**config.mk**
```make
export PLATFORM = sky130hd
export DESIGN_NAME = vfs_queue
export DESIGN_NICKNAME = d
export VERILOG_FILES = /design/src/rtl/vfs_pkg.sv /design/src/rtl/vfs_queue.sv
export SDC_FILE = /design/constraint.sdc
export NUM_CORES = 1
export LEC_CHECK = 0
export BUFFER_PORTS_ARGS = -buffer_cell sky130_fd_sc_hd__buf_2
export CAP_MARGIN = 5
export CORE_MARGIN = 4
export CORE_UTILIZATION = 40
export CTS_CLUSTER_SIZE = 10
export DETAILED_ROUTE_END_ITERATION = 10
export HOLD_SLACK_MARGIN = 0.02
export PLACE_DENSITY = 0.66
export SLEW_MARGIN = 20
export SYNTH_ARGS = -nofsm -noshare
export SYNTH_HDL_FRONTEND = slang
export SYNTH_SLANG_ARGS = --single-unit
```
**constraint.sdc**
```tcl
create_clock -name i_clk -period 1 [get_ports i_clk]
set_input_delay 0.1 -clock i_clk [delete_from_list [all_inputs] [get_ports i_clk]]
set_output_delay 0.1 -clock i_clk [all_outputs]
set_load 0.05 [all_outputs]
```
**src/rtl/vfs_pkg.sv**
```systemverilog
`default_nettype none
package vfs_pkg;

    localparam int INDEX_COUNT_DEF = 128;
    localparam int TYPE_COUNT      = 4;
    localparam int WIDTH_CLASSES   = 4;

    typedef enum logic [1:0] {
        ST_OK          = 2'd0,
        ST_NO_VMCS     = 2'd1,
        ST_UNSUPPORTED = 2'd2
    } t_status;

    typedef enum logic [1:0] {
        WC_16  = 2'd0,
        WC_64  = 2'd1,
        WC_32  = 2'd2,
        WC_NAT = 2'd3
    } t_wclass;

    localparam logic MODE_READ  = 1'b0;
    localparam logic MODE_WRITE = 1'b1;

    // Classified access as it travels from the front to the back.
    typedef struct packed {
        t_status status;
        logic    is_write;
        logic    high;
        t_wclass width;
    } t_op;

    localparam int OP_W = $bits(t_op);

endpackage
`default_nettype wire

```
**src/rtl/vfs_queue.sv**
```systemverilog
`default_nettype none
module vfs_queue import vfs_pkg::*; #(
    parameter int WIDTH = OP_W
) (
    input  wire logic             i_clk,
    input  wire logic             i_rst_n,
    input  wire logic             i_push,
    input  wire logic [WIDTH-1:0] i_wdata,
    input  wire logic             i_pop,
    output logic                  o_full,
    output logic                  o_empty,
    output logic [WIDTH-1:0]      o_rdata
);

    localparam int DEPTH = 2;

    logic [WIDTH-1:0] r_mem [DEPTH];
    logic             r_wptr;
    logic             r_rptr;
    logic [1:0]       r_count;

    assign o_full  = (r_count == 2'(DEPTH));
    assign o_empty = (r_count == 2'd0);
    assign o_rdata = r_mem[r_rptr];

    always_ff @(posedge i_clk) begin
        if (i_push) begin
            r_mem[r_wptr] <= i_wdata;
        end
    end

    always_ff @(posedge i_clk) begin
        if (!i_rst_n) begin
            r_wptr  <= 1'b0;
            r_rptr  <= 1'b0;
            r_count <= 2'd0;
        end else begin
            if (i_push) begin
                r_wptr <= ~r_wptr;
            end
            if (i_pop) begin
                r_rptr <= ~r_rptr;
            end
            case ({i_push, i_pop})
                2'b10:   r_count <= r_count + 2'd1;
                2'b01:   r_count <= r_count - 2'd1;
                default: r_count <= r_count;
            endcase
        end
    end

endmodule
`default_nettype wire

```
==> reports/results.txt <==
unrepaired setup endpoints after global routing = true
Peak Freq = 0.7719 GHz
DIE WIDTH = 48.25 um
run status = finished with violations
top_reg_cell synth = edfxtp_1
DRC Markers = 0
Power Density = 1646 nW/um^2
first drt pass iteration count = 1
Vias/cell = 4.571
total track usage = 10.98%
dpl cell area = 808.3 um^2
1st-iter DRT viols = 0
Clock Latency Late Sink = 0.28 ns
EDFF count, synth = 12
Setup WS post-layout = -0.2955 ns
dominant cells by area after synthesis = edfxtp_1 (56%), dfxtp_1 (15%), mux2_2 (10%)
startpoint types = flip-flop
worst hold path class = in2reg
P&R area growth vs syn = 56.56%
H-Tree Depth = 1
Post-Synthesis Cells = 41
largest net degree at the start of global routing = 11
most common cell in the netlist = edfxtp_1
layout net count = 87
share of layout cells above drive strength 1 = 54.67%
DP HPWL = 755.5 um
Max-Cap Viols = 0
post-synth top area cell = edfxtp_1
FILL cells = 116
CTS root buf = clkbuf_4
FF+latch count, synth = 17
# diodes = 0
Clock Path Buffers = 2
max-slew violations = 0
worst-margin pin slew = 0.1562 ns
final setup vio count = 8
vias in the first global route = 402
Final min period = 1.295 ns
worst vdd ir = 1091 uV
leakage power = 0.0004307 uW
final worst-path cycle share = 129.5%
Post-Syn Area = 648.1 um^2
Mean Syn Cell Area = 15.81 um^2
I/O Buffers = 17
most common library cells after synthesis = edfxtp_1 (12), mux2_2 (6), dfxtp_1 (5)
power after layout = 1671 uW
drt total wl = 1.136 mm
kind of critical path = reg2out
Max FO, Critical Path = 3
Seq/Total Area, Yosys = 71.04%
grt ovf = 0
vias = 416
post-synth top area share = 55.60%
failing checks = setup timing
Synthesized Nets = 52
GPL Wtd Cong = 0.6501
antenna-violating nets left = 0
CTS Buf Count = 3
global-route wire length before repair = 1.690 mm
CTS tree = yes
Die H = 48.25 um
antenna violations before repair = 0
Synth cell types = 16
Final Util = 66.58%
area used by multi-input combinational logic = 211.5 um^2
CP Capture Type = output port
num ports = 18
routed len/inst = 12.48 um
Required @ worst endpoint = 0.90 ns
Finished Cell Area = 1015 um^2
core footprint = 1524 um^2
Hold Fails Final Rpt = 0
CP Data Arrival Time = 1.20 ns
# rows = 14
initial core utilization = 42.53%
Async SR Flop Fraction = 0%
Reg area = 466.7 um^2
Rel. slew slack = 89.51%
clock-pin slew on the worst setup and hold paths = 0.10 ns
CTS sink count = 17
total die area = 2328 um^2
clk_skew = 0.008614 ns
Yosys warning total = 0
==> timing repair <==
item	4_1_cts	5_1_grt
resized for setup	33	2
hold endpoints to repair	12	0
cloned	0	0
endpoints found under the setup margin	9	15
hold buffers	6	0
setup buffers	0	1
pin swaps	2	0
==> per-stage QoR <==
stage / hold slack, ns / cells / setup slack, ns / TNS (ns)
CTS: 0.07557 / 90 / -0.3071 / -1.962
floorplan: 0.1989 / 41 / -0.01555 / -0.07777
global route: 0.08415 / 91 / -0.3418 / -2.404
finish: 0.06850 / 91 / -0.2955 / -1.968
global placement: 0.2895 / 80 / -0.08233 / -0.5084
detailed placement: 0.2922 / 80 / -0.1212 / -0.5187
==> sequential cells by signal (all words and copies together) (netlist names), named ones only <==
name and count:
r_mem 12, r_count 2, r_rptr 1, r_wptr 1
==> layout make-up <==
| type | count | share of cell area (%) |
|---|---|---|
| clock buffer | 3 | 2.219 |
| timing repair buffer | 31 | 28.11 |
| sequential | 17 | 45.99 |
| inverter | 1 | 0.3699 |
| clock inverter | 1 | 0.4932 |
| tap | 16 | 1.973 |
| multi-input combinational | 22 | 20.84 |
==> layer usage <==
layer	part of all wire [%]	wire (um)	up-vias	track usage (%)
met1	41	470	190	12.76
met4	0	0	0	3.226
li1	-	-	214	-
met3	5.5	62	0	3.321
met5	0	0	-	0
met2	53	603	12	19.27
==> critical path: stages (launching register included) <==
cell,delay [ns]
dfxtp_2,0.35
buf_6,0.11
mux2_4,0.31
buf_8,0.15
==> layout by cell type (no fill, tap or decap), types with 2 or more instances in the layout <==
cell           instances
edfxtp_1              12
xnor2_1                2
clkbuf_4               3
dfxtp_1                2
buf_6                  4
and2_1                 3
dfxtp_2                2
dlygate4sd3_1          6
mux2_4                 6
buf_4                  6
buf_2                  9
buf_8                  6
==> report_power, final <==
group          internal, uW  switching [uW]
clock                   148             200
sequential              808            28.0
combinational           243             243
total                  1200             471
==> path summary, 6_finish.rpt <==
path,cells past startpoint,end,from,slack [ns]
setup / recovery,3,o_rdata[5],flip-flop,-0.30
hold / removal,2,r_wptr$_SDFFE_PN0P_,i_rst_n,0.07
setup reg to reg,3,r_count[1]$_SDFFE_PN0P_,r_count[0]$_SDFFE_PN0P_,0.01
hold reg to reg,2,r_count[1]$_SDFFE_PN0P_,r_count[1]$_SDFFE_PN0P_,0.52
==> cell families after synthesis <==
logic type      Yosys count  synth area share (%)
simple gates              9                 8.302
compound gates            3                 3.089
mux                       6                 10.42
fa+ha+maj                 1                 1.930
buf+inv                   2                 1.157
xor+xnor                  3                 4.055
flops                    17                 71.04
Power figures use the tool's default switching activity.
