[config.mk]
export PLATFORM = sky130hd
export DESIGN_NAME = vfs_front
export DESIGN_NICKNAME = d
export VERILOG_FILES = /design/src/rtl/vfs_pkg.sv /design/src/rtl/vfs_front.sv
export SDC_FILE = /design/constraint.sdc
export NUM_CORES = 1
export LEC_CHECK = 0
export BUFFER_PORTS_ARGS = -buffer_cell sky130_fd_sc_hd__clkbuf_2
export CORE_AREA = 2 2 73 75
export CTS_CLUSTER_DIAMETER = 40
export DETAILED_ROUTE_END_ITERATION = 8
export DIE_AREA = 0 0 75 77
export GPL_TIMING_DRIVEN = 0
export PLACE_DENSITY = 0.65
export SETUP_SLACK_MARGIN = 0.3
export SYNTH_ARGS = -nofsm -noshare
export SYNTH_HDL_FRONTEND = slang
export SYNTH_SLANG_ARGS = --single-unit
[constraint.sdc]
create_clock -name i_clk -period 2.4 [get_ports i_clk]
set_input_delay 0.36 -clock i_clk [delete_from_list [all_inputs] [get_ports i_clk]]
set_output_delay 0.36 -clock i_clk [all_outputs]
set_load 0.1 [all_outputs]
[src/rtl/vfs_pkg.sv]
`default_nettype none
package vfs_pkg;

    localparam int INDEX_COUNT_DEF = 128;
    localparam int TYPE_COUNT      = 4;
    localparam int WIDTH_CLASSES   = 4;

    typedef enum logic [1:0] {
        ST_OK          = 2'd0,
        ST_NO_VMCS     = 2'd1,
        ST_UNSUPPORTED = 2'd2
    } t_status;

    typedef enum logic [1:0] {
        WC_16  = 2'd0,
        WC_64  = 2'd1,
        WC_32  = 2'd2,
        WC_NAT = 2'd3
    } t_wclass;

    localparam logic MODE_READ  = 1'b0;
    localparam logic MODE_WRITE = 1'b1;

    // Classified access as it travels from the front to the back.
    typedef struct packed {
        t_status status;
        logic    is_write;
        logic    high;
        t_wclass width;
    } t_op;

    localparam int OP_W = $bits(t_op);

endpackage
`default_nettype wire

[src/rtl/vfs_front.sv]
`default_nettype none
module vfs_front import vfs_pkg::*; #(
    parameter int INDEX_COUNT = INDEX_COUNT_DEF,
    parameter int SLOT_AW     = $clog2(WIDTH_CLASSES * TYPE_COUNT * INDEX_COUNT)
) (
    input  wire logic               i_clk,
    input  wire logic               i_rst_n,
    input  wire logic               i_cfg_we,
    input  wire logic               i_cfg_data,
    input  wire logic               i_in_valid,
    output logic                    o_in_stall,
    input  wire logic               i_mode,
    input  wire logic [31:0]        i_encoding,
    input  wire logic [63:0]        i_write_value,
    input  wire logic               i_q_full,
    input  wire logic               i_back_busy,
    output logic                    o_push,
    output t_op                     o_op,
    output logic [SLOT_AW-1:0]      o_slot,
    output logic [63:0]             o_value
);

    logic          r_vmcs_active;
    logic [8:0]    idx;
    logic [1:0]    typ;
    t_wclass       wid;
    logic          hi;
    logic          bad;

    always_ff @(posedge i_clk) begin
        if (!i_rst_n) begin
            r_vmcs_active <= 1'b0;
        end else if (i_cfg_we) begin
            r_vmcs_active <= i_cfg_data;
        end
    end

    assign idx = i_encoding[9:1];
    assign typ = i_encoding[11:10];
    assign wid = t_wclass'(i_encoding[14:13]);
    assign hi  = i_encoding[0];

    // Bit 12 is not decoded, so encodings differing only there share a slot.
    assign bad = (|i_encoding[31:15])
               || ({1'b0, idx} >= 10'(INDEX_COUNT))
               || (hi && (wid != WC_64));

    always_comb begin
        o_op.is_write = (i_mode == MODE_WRITE);
        o_op.high     = hi;
        o_op.width    = wid;
        if (!r_vmcs_active) begin
            o_op.status = ST_NO_VMCS;
        end else if (bad) begin
            o_op.status = ST_UNSUPPORTED;
        end else begin
            o_op.status = ST_OK;
        end
    end

    assign o_slot = SLOT_AW'(wid) * SLOT_AW'(TYPE_COUNT * INDEX_COUNT)
                  + SLOT_AW'(typ) * SLOT_AW'(INDEX_COUNT)
                  + SLOT_AW'(idx);

    assign o_value    = i_write_value;
    assign o_in_stall = i_q_full || i_back_busy;
    assign o_push     = i_in_valid && !o_in_stall;

endmodule
`default_nettype wire

==> results.cfg, run 1 <==
[cts]
clk-insertion-delay-late_ns = 0
clkSlewWorstSetupHoldPaths_ns = 0
cts_hold_buf = 0

[setup_path]
cp-start-kind = primary input
crit_fanout = 2
end_kind = output port
path_class = primary input to output port
crit_arrival_ns = 1.65
worstPathRequired_ns = 2.04

[die]
coreArea_sq_um = 4980
core.rowCount = 26
io-pin-count = 187
initial_core_util_pct = 15.4
dieHeight_microns = 77
dieWidth_microns = 75
fp.dieArea_sq_um = 5780

[power]
finalPower_mw = 0.819
leakagePower_nw = 0.938
peakVddDrop_mv = 0.304
power_density_nw_per_um2 = 558

[place]
dp_cells = 284
postPlaceCellArea_sq_um = 1460
post-place-ws_ns = 0.0391
portBuffers = 113
gp_congestion = 0.753

[synthesis]
synth_area_leaders = buf_4, ha_1, inv_1
synthCells = 101
yosysWarnings = 0
ys_seq_area_share_pct = 2.62
synth_cell_type_count = 18
synth_nets = 208
syn_area_sq_um = 764
synth-seq-cells = 1
synth_top_area_share_pct = 73.6
yosys.area.top_type = buf_4
syn-mean-instance-area_sq_um = 7.57

[layout]
final_common_cell = clkbuf_2
reg_top3 = r_vmcs_active (1)
fin_area_sq_um = 1470
largest_register = r_vmcs_active
largest_register_ffs = 1
fin_util_pct = 29.5
n_antenna_cell = 0
drive_gt1_share_pct = 91.1
final_cells = 284
nFillCells = 549
area_growth_pct = 92.0
multi_input_area_sq_um = 206
regArea_sq_um = 20.0
final_cell_mix = clkbuf_2, buf_4, inv_1
nets = 323

[grt]
grt_pass1_wl_microns = 2970
grt_usage_pct = 6.16
grt_pass1_vias = 759
gr-total-overflow = 0
antenna_found_initial = 0
grt_max_degree = 5

[sta]
clock_skew_ns = 0
rsz0062_at_grt = no
period_share_pct = 83.8
tns_ns = 0
setup_ws_ns = 0.389
timing.final.max_slew_violations = 0
slew_headroom_pct = 62.7
tightest_slew_ns = 0.562
hold_ws_ns = 0.505
setup-violations-final = 0
fin_crit_ns = 2.01
fmax_mhz = 497
hold_viol_final = 0

[outcome]
outcome = finished clean

[routing]
wl_microns = 2430
first_iter_violations = 3
antenna_left = 0
dr.pass1.iters = 2
via_per_inst = 3.35
wl_per_cell_microns = 8.55
vias = 951
route.detailed.drc = 0

[min_path]
worstHoldPathType = flip-flop to flip-flop

[flow_run]
drv_cap = 0
==> layout make-up <==
| type | count | area share, % |
|---|---|---|
| plain buffers | 75 | 38.4 |
| inverters | 6 | 1.53 |
| multi-input cells | 19 | 14.1 |
| flip-flops and latches | 1 | 1.36 |
| well taps | 70 | 5.97 |
| repair buffers | 113 | 38.7 |
==> where the power goes <==
| group | leakage [nW] | total (mW) | internal, mW | switching [mW] |
|---|---|---|---|---|
| sequential | 0.00826 | 0.0184 | 0.0180 | 0.000447 |
| clock | 0 | 0 | 0 | 0 |
| combinational | 0.930 | 0.800 | 0.158 | 0.642 |
==> synth_stat cells <==
master	count
nand2b_1	1
nand2_1	1
dfxtp_1	1
a41oi_1	1
a21o_1	1
nor2b_1	1
inv_1	6
or2_2	1
buf_4	75
a2111oi_0	1
or4_4	1
mux2i_1	1
nor4_1	2
ha_1	2
xnor2_1	2
fa_1	1
nor2_1	2
or4_1	1
==> worst paths after layout <==
check                start             to  slack, ns  cells past startpoint
max          i_encoding[8]      o_slot[8]       0.39                      6
min          r_vmcs_active  r_vmcs_active       0.50                      2
max reg2reg  r_vmcs_active  r_vmcs_active       1.82                      2
min reg2reg  r_vmcs_active  r_vmcs_active       0.50                      2
==> worst max-delay path: stages <==
cell and delay (ns):
clkbuf_2 0.11, ha_1 0.21, inv_1 0.08, fa_1 0.41, inv_1 0.06, buf_2 0.42
==> metal layers <==
layer	vias to the layer above	track usage [%]	share of wire [%]
li1	467	-	-
met1	374	5.73	26
met2	110	13.9	54
met3	0	0.657	20
met4	0	0	0
met5	-	0	0
==> cell families after synthesis <==
logic type,Yosys count,share of synthesized area [%]
XOR/XNOR,2,2.29
buffers and inverters,81,76.6
AND/OR/NAND/NOR,10,8.02
adder cells (fa/ha/maj),3,5.89
flip-flops,1,2.62
AO/OA/AOI/OAI,3,3.27
multiplexers,1,1.31
==> repair_timing <==
action | 4_1_cts | 5_1_grt
resized for setup | 2 | 4
endpoints found under the setup margin | 1 | 3
setup buffers | 0 | 0
pin swaps | 0 | 0
Power figures use the tool's default switching activity.
==> run 2: changes to the inputs <==
- ABC_AREA: default -> 1
- PLACE_DENSITY: 0.65 -> 0.68
- clock period: 2.4 -> 1.85 ns (I/O delays scaled with it)
==> run 2 against run 1 <==
Compared with the run above:
- wire length increased by 4.7%
- synthesized cell count increased by 18%
- setup slack got worse by 0.19 ns
- first-iteration DRC count unchanged
- power increased by 37%
- largest cell class unchanged
==> results.cfg, run 2 <==
[min_path]
hold_depth = 2
worstHoldPathType = primary input to flip-flop

[synthesis]
synth_flop_cell = dfxtp_1
synthCells = 119
async_flop_share_pct = 0
synth_commonest_cells = buf_4, nor2_1, inv_1, nand2_1
ys_seq_area_share_pct = 2.51
synth_nets = 226
syn_area_sq_um = 797
synth-compound-area-share_pct = 1.88
synth_top_area_share_pct = 70.6
synth_top_family_by_area = buffers and inverters
synthMuxAreaShare_pct = 0
yosysWarnings = 0
syn-mean-instance-area_sq_um = 6.70
synth_edf_count = 0
yosys.area.top_type = buf_4
yosys.cell_count.top_type = buf_4
synth_area_leaders = buf_4, nor2_1, inv_1
synth_cell_type_count = 13
synthAdderAreaFrac_pct = 5.65
synth_xor_area_share_pct = 2.20
synth-seq-cells = 1
synthSimpleGateAreaFrac_pct = 11.9

[routing]
via_per_inst = 3.34
antenna_left = 0
vias = 1010
wl_microns = 2540
route.detailed.drc = 0
dr.pass1.iters = 2
wl_per_cell_microns = 8.41
first_iter_violations = 3

[die]
coreArea_sq_um = 4980
io-pin-count = 187
fp.dieArea_sq_um = 5780
dieHeight_microns = 77
initial_core_util_pct = 16.0
core.rowCount = 26
dieWidth_microns = 75

[cts]
clk-insertion-delay-late_ns = 0
postCtsSetupRepairBufs = 0
clkSlewWorstSetupHoldPaths_ns = 0

[sta]
hold_ws_ns = 0.473
tns_ns = 0
clock_skew_ns = 0
fmax_mhz = 607
hold_viol_final = 0
rsz0062_at_grt = yes
setup-violations-final = 0
setup_ws_ns = 0.204
timing.final.max_slew_violations = 0
slew_headroom_pct = 63.4
period_share_pct = 89.0
tightest_slew_ns = 0.551
fin_crit_ns = 1.65

[layout]
final_common_cell = clkbuf_2
nFillCells = 545
nets = 341
largest_register_ffs = 1
largest_register = r_vmcs_active
drive_gt1_share_pct = 85.3
area_growth_pct = 101
n_antenna_cell = 0
reg_top3 = r_vmcs_active (1)
fin_area_sq_um = 1600
final_cell_mix = clkbuf_2, buf_4, nor2_1, inv_1, nand2_1

[outcome]
outcome = finished clean

[grt]
antenna_found_initial = 0
grt_usage_pct = 6.76
grt_max_degree = 6
grt_pass1_vias = 850
grt_pass1_wl_microns = 3250
gr-total-overflow = 0

[setup_path]
worstRegToRegCells = 2
end_kind = output port
crit_arrival_ns = 1.37
path_class = primary input to output port
cp-start-kind = primary input
worstPathRequired_ns = 1.57
crit_fanout = 3

[place]
post-place-ws_ns = -0.0447
dpl.hpwl_microns = 2500
gp_congestion = 0.707
postPlaceCellArea_sq_um = 1530
portBuffers = 113

[power]
leakagePower_nw = 0.996
power_density_nw_per_um2 = 701
peakVddDrop_mv = 0.337

[flow_run]
drv_cap = 0
## run 2: changes by cell type after synthesis, moves of 2 or more
cell / delta
a21oi_1: +2
nor4_1: -2
nor2_1: +11
inv_1: +5
nand3_1: +2
nand2_1: +7
## run 2: kinds of logic after synthesis
kind of cell | Yosys count
DFF | 1
xor gates and xnor gates | 2
AOI/OAI and AO/OA | 3
and+or+nand+nor | 24
buffers and inverters | 86
adders and majority gates | 3
## run 2: path summary, 6_finish.rpt
| check | slack (ns) | start | end |
|---|---|---|---|
| worst max-delay path | 0.20 | i_encoding[9] | o_slot[8] |
| worst min-delay path | 0.47 | i_cfg_we | r_vmcs_active |
| worst max register to register | 1.22 | r_vmcs_active | r_vmcs_active |
| worst min register to register | 0.55 | r_vmcs_active | r_vmcs_active |
## run 2: what timing repair did
item                                   4_1_cts  5_1_grt
setup endpoints to repair                    4        3
pin swaps                                    2        3
hold buffers                                 0        0
gates resized for setup                     10        5
endpoints found under the hold margin        0        0
## run 2: metal layers
| metal | track usage, % | vias to the layer above | routed length, microns |
|---|---|---|---|
| met2 | 15.6 | 103 | 1460 |
| met3 | 0.526 | 2 | 408 |
| met1 | 5.82 | 402 | 649 |
| met4 | 0.536 | 0 | 20 |
| met5 | 0 | - | 0 |
| li1 | - | 503 | - |
## run 2: critical path: stages
cell and delay, ns:
clkbuf_2 0.13, inv_1 0.08, fa_2 0.59, clkinvlp_4 0.09, clkbuf_16 0.19
## run 2: where the power goes
group / internal [mW] / total (mW) / switching [mW] / leakage (nW)
Clock: 0 / 0 / 0 / 0
Combinational: 0.244 / 1.10 / 0.851 / 0.988
Sequential: 0.0235 / 0.0245 / 0.000944 / 0.00832
## run 2: layout make-up
| cell class | count | area [sq um] | area share [%] |
|---|---|---|---|
| repair buffers | 113 | 633 | 39.6 |
| well taps | 70 | 87.6 | 5.48 |
| multi-input cells | 32 | 250 | 15.6 |
| flip-flops and latches | 1 | 20.0 | 1.25 |
| inverters | 11 | 45.0 | 2.82 |
| plain buffers | 75 | 563 | 35.2 |
## run 2: through the flow
stage / power (mW) / instances / util, %
6_report: 1.12 / 302 / 32.1
5_1_grt: 1.15 / 302 / 32.1
4_1_cts: 1.12 / 302 / 31.9
3_5_place_dp: 1.09 / 302 / 30.8
3_3_place_gp: 1.08 / 302 / 30.8
2_1_floorplan: 0.963 / 119 / -
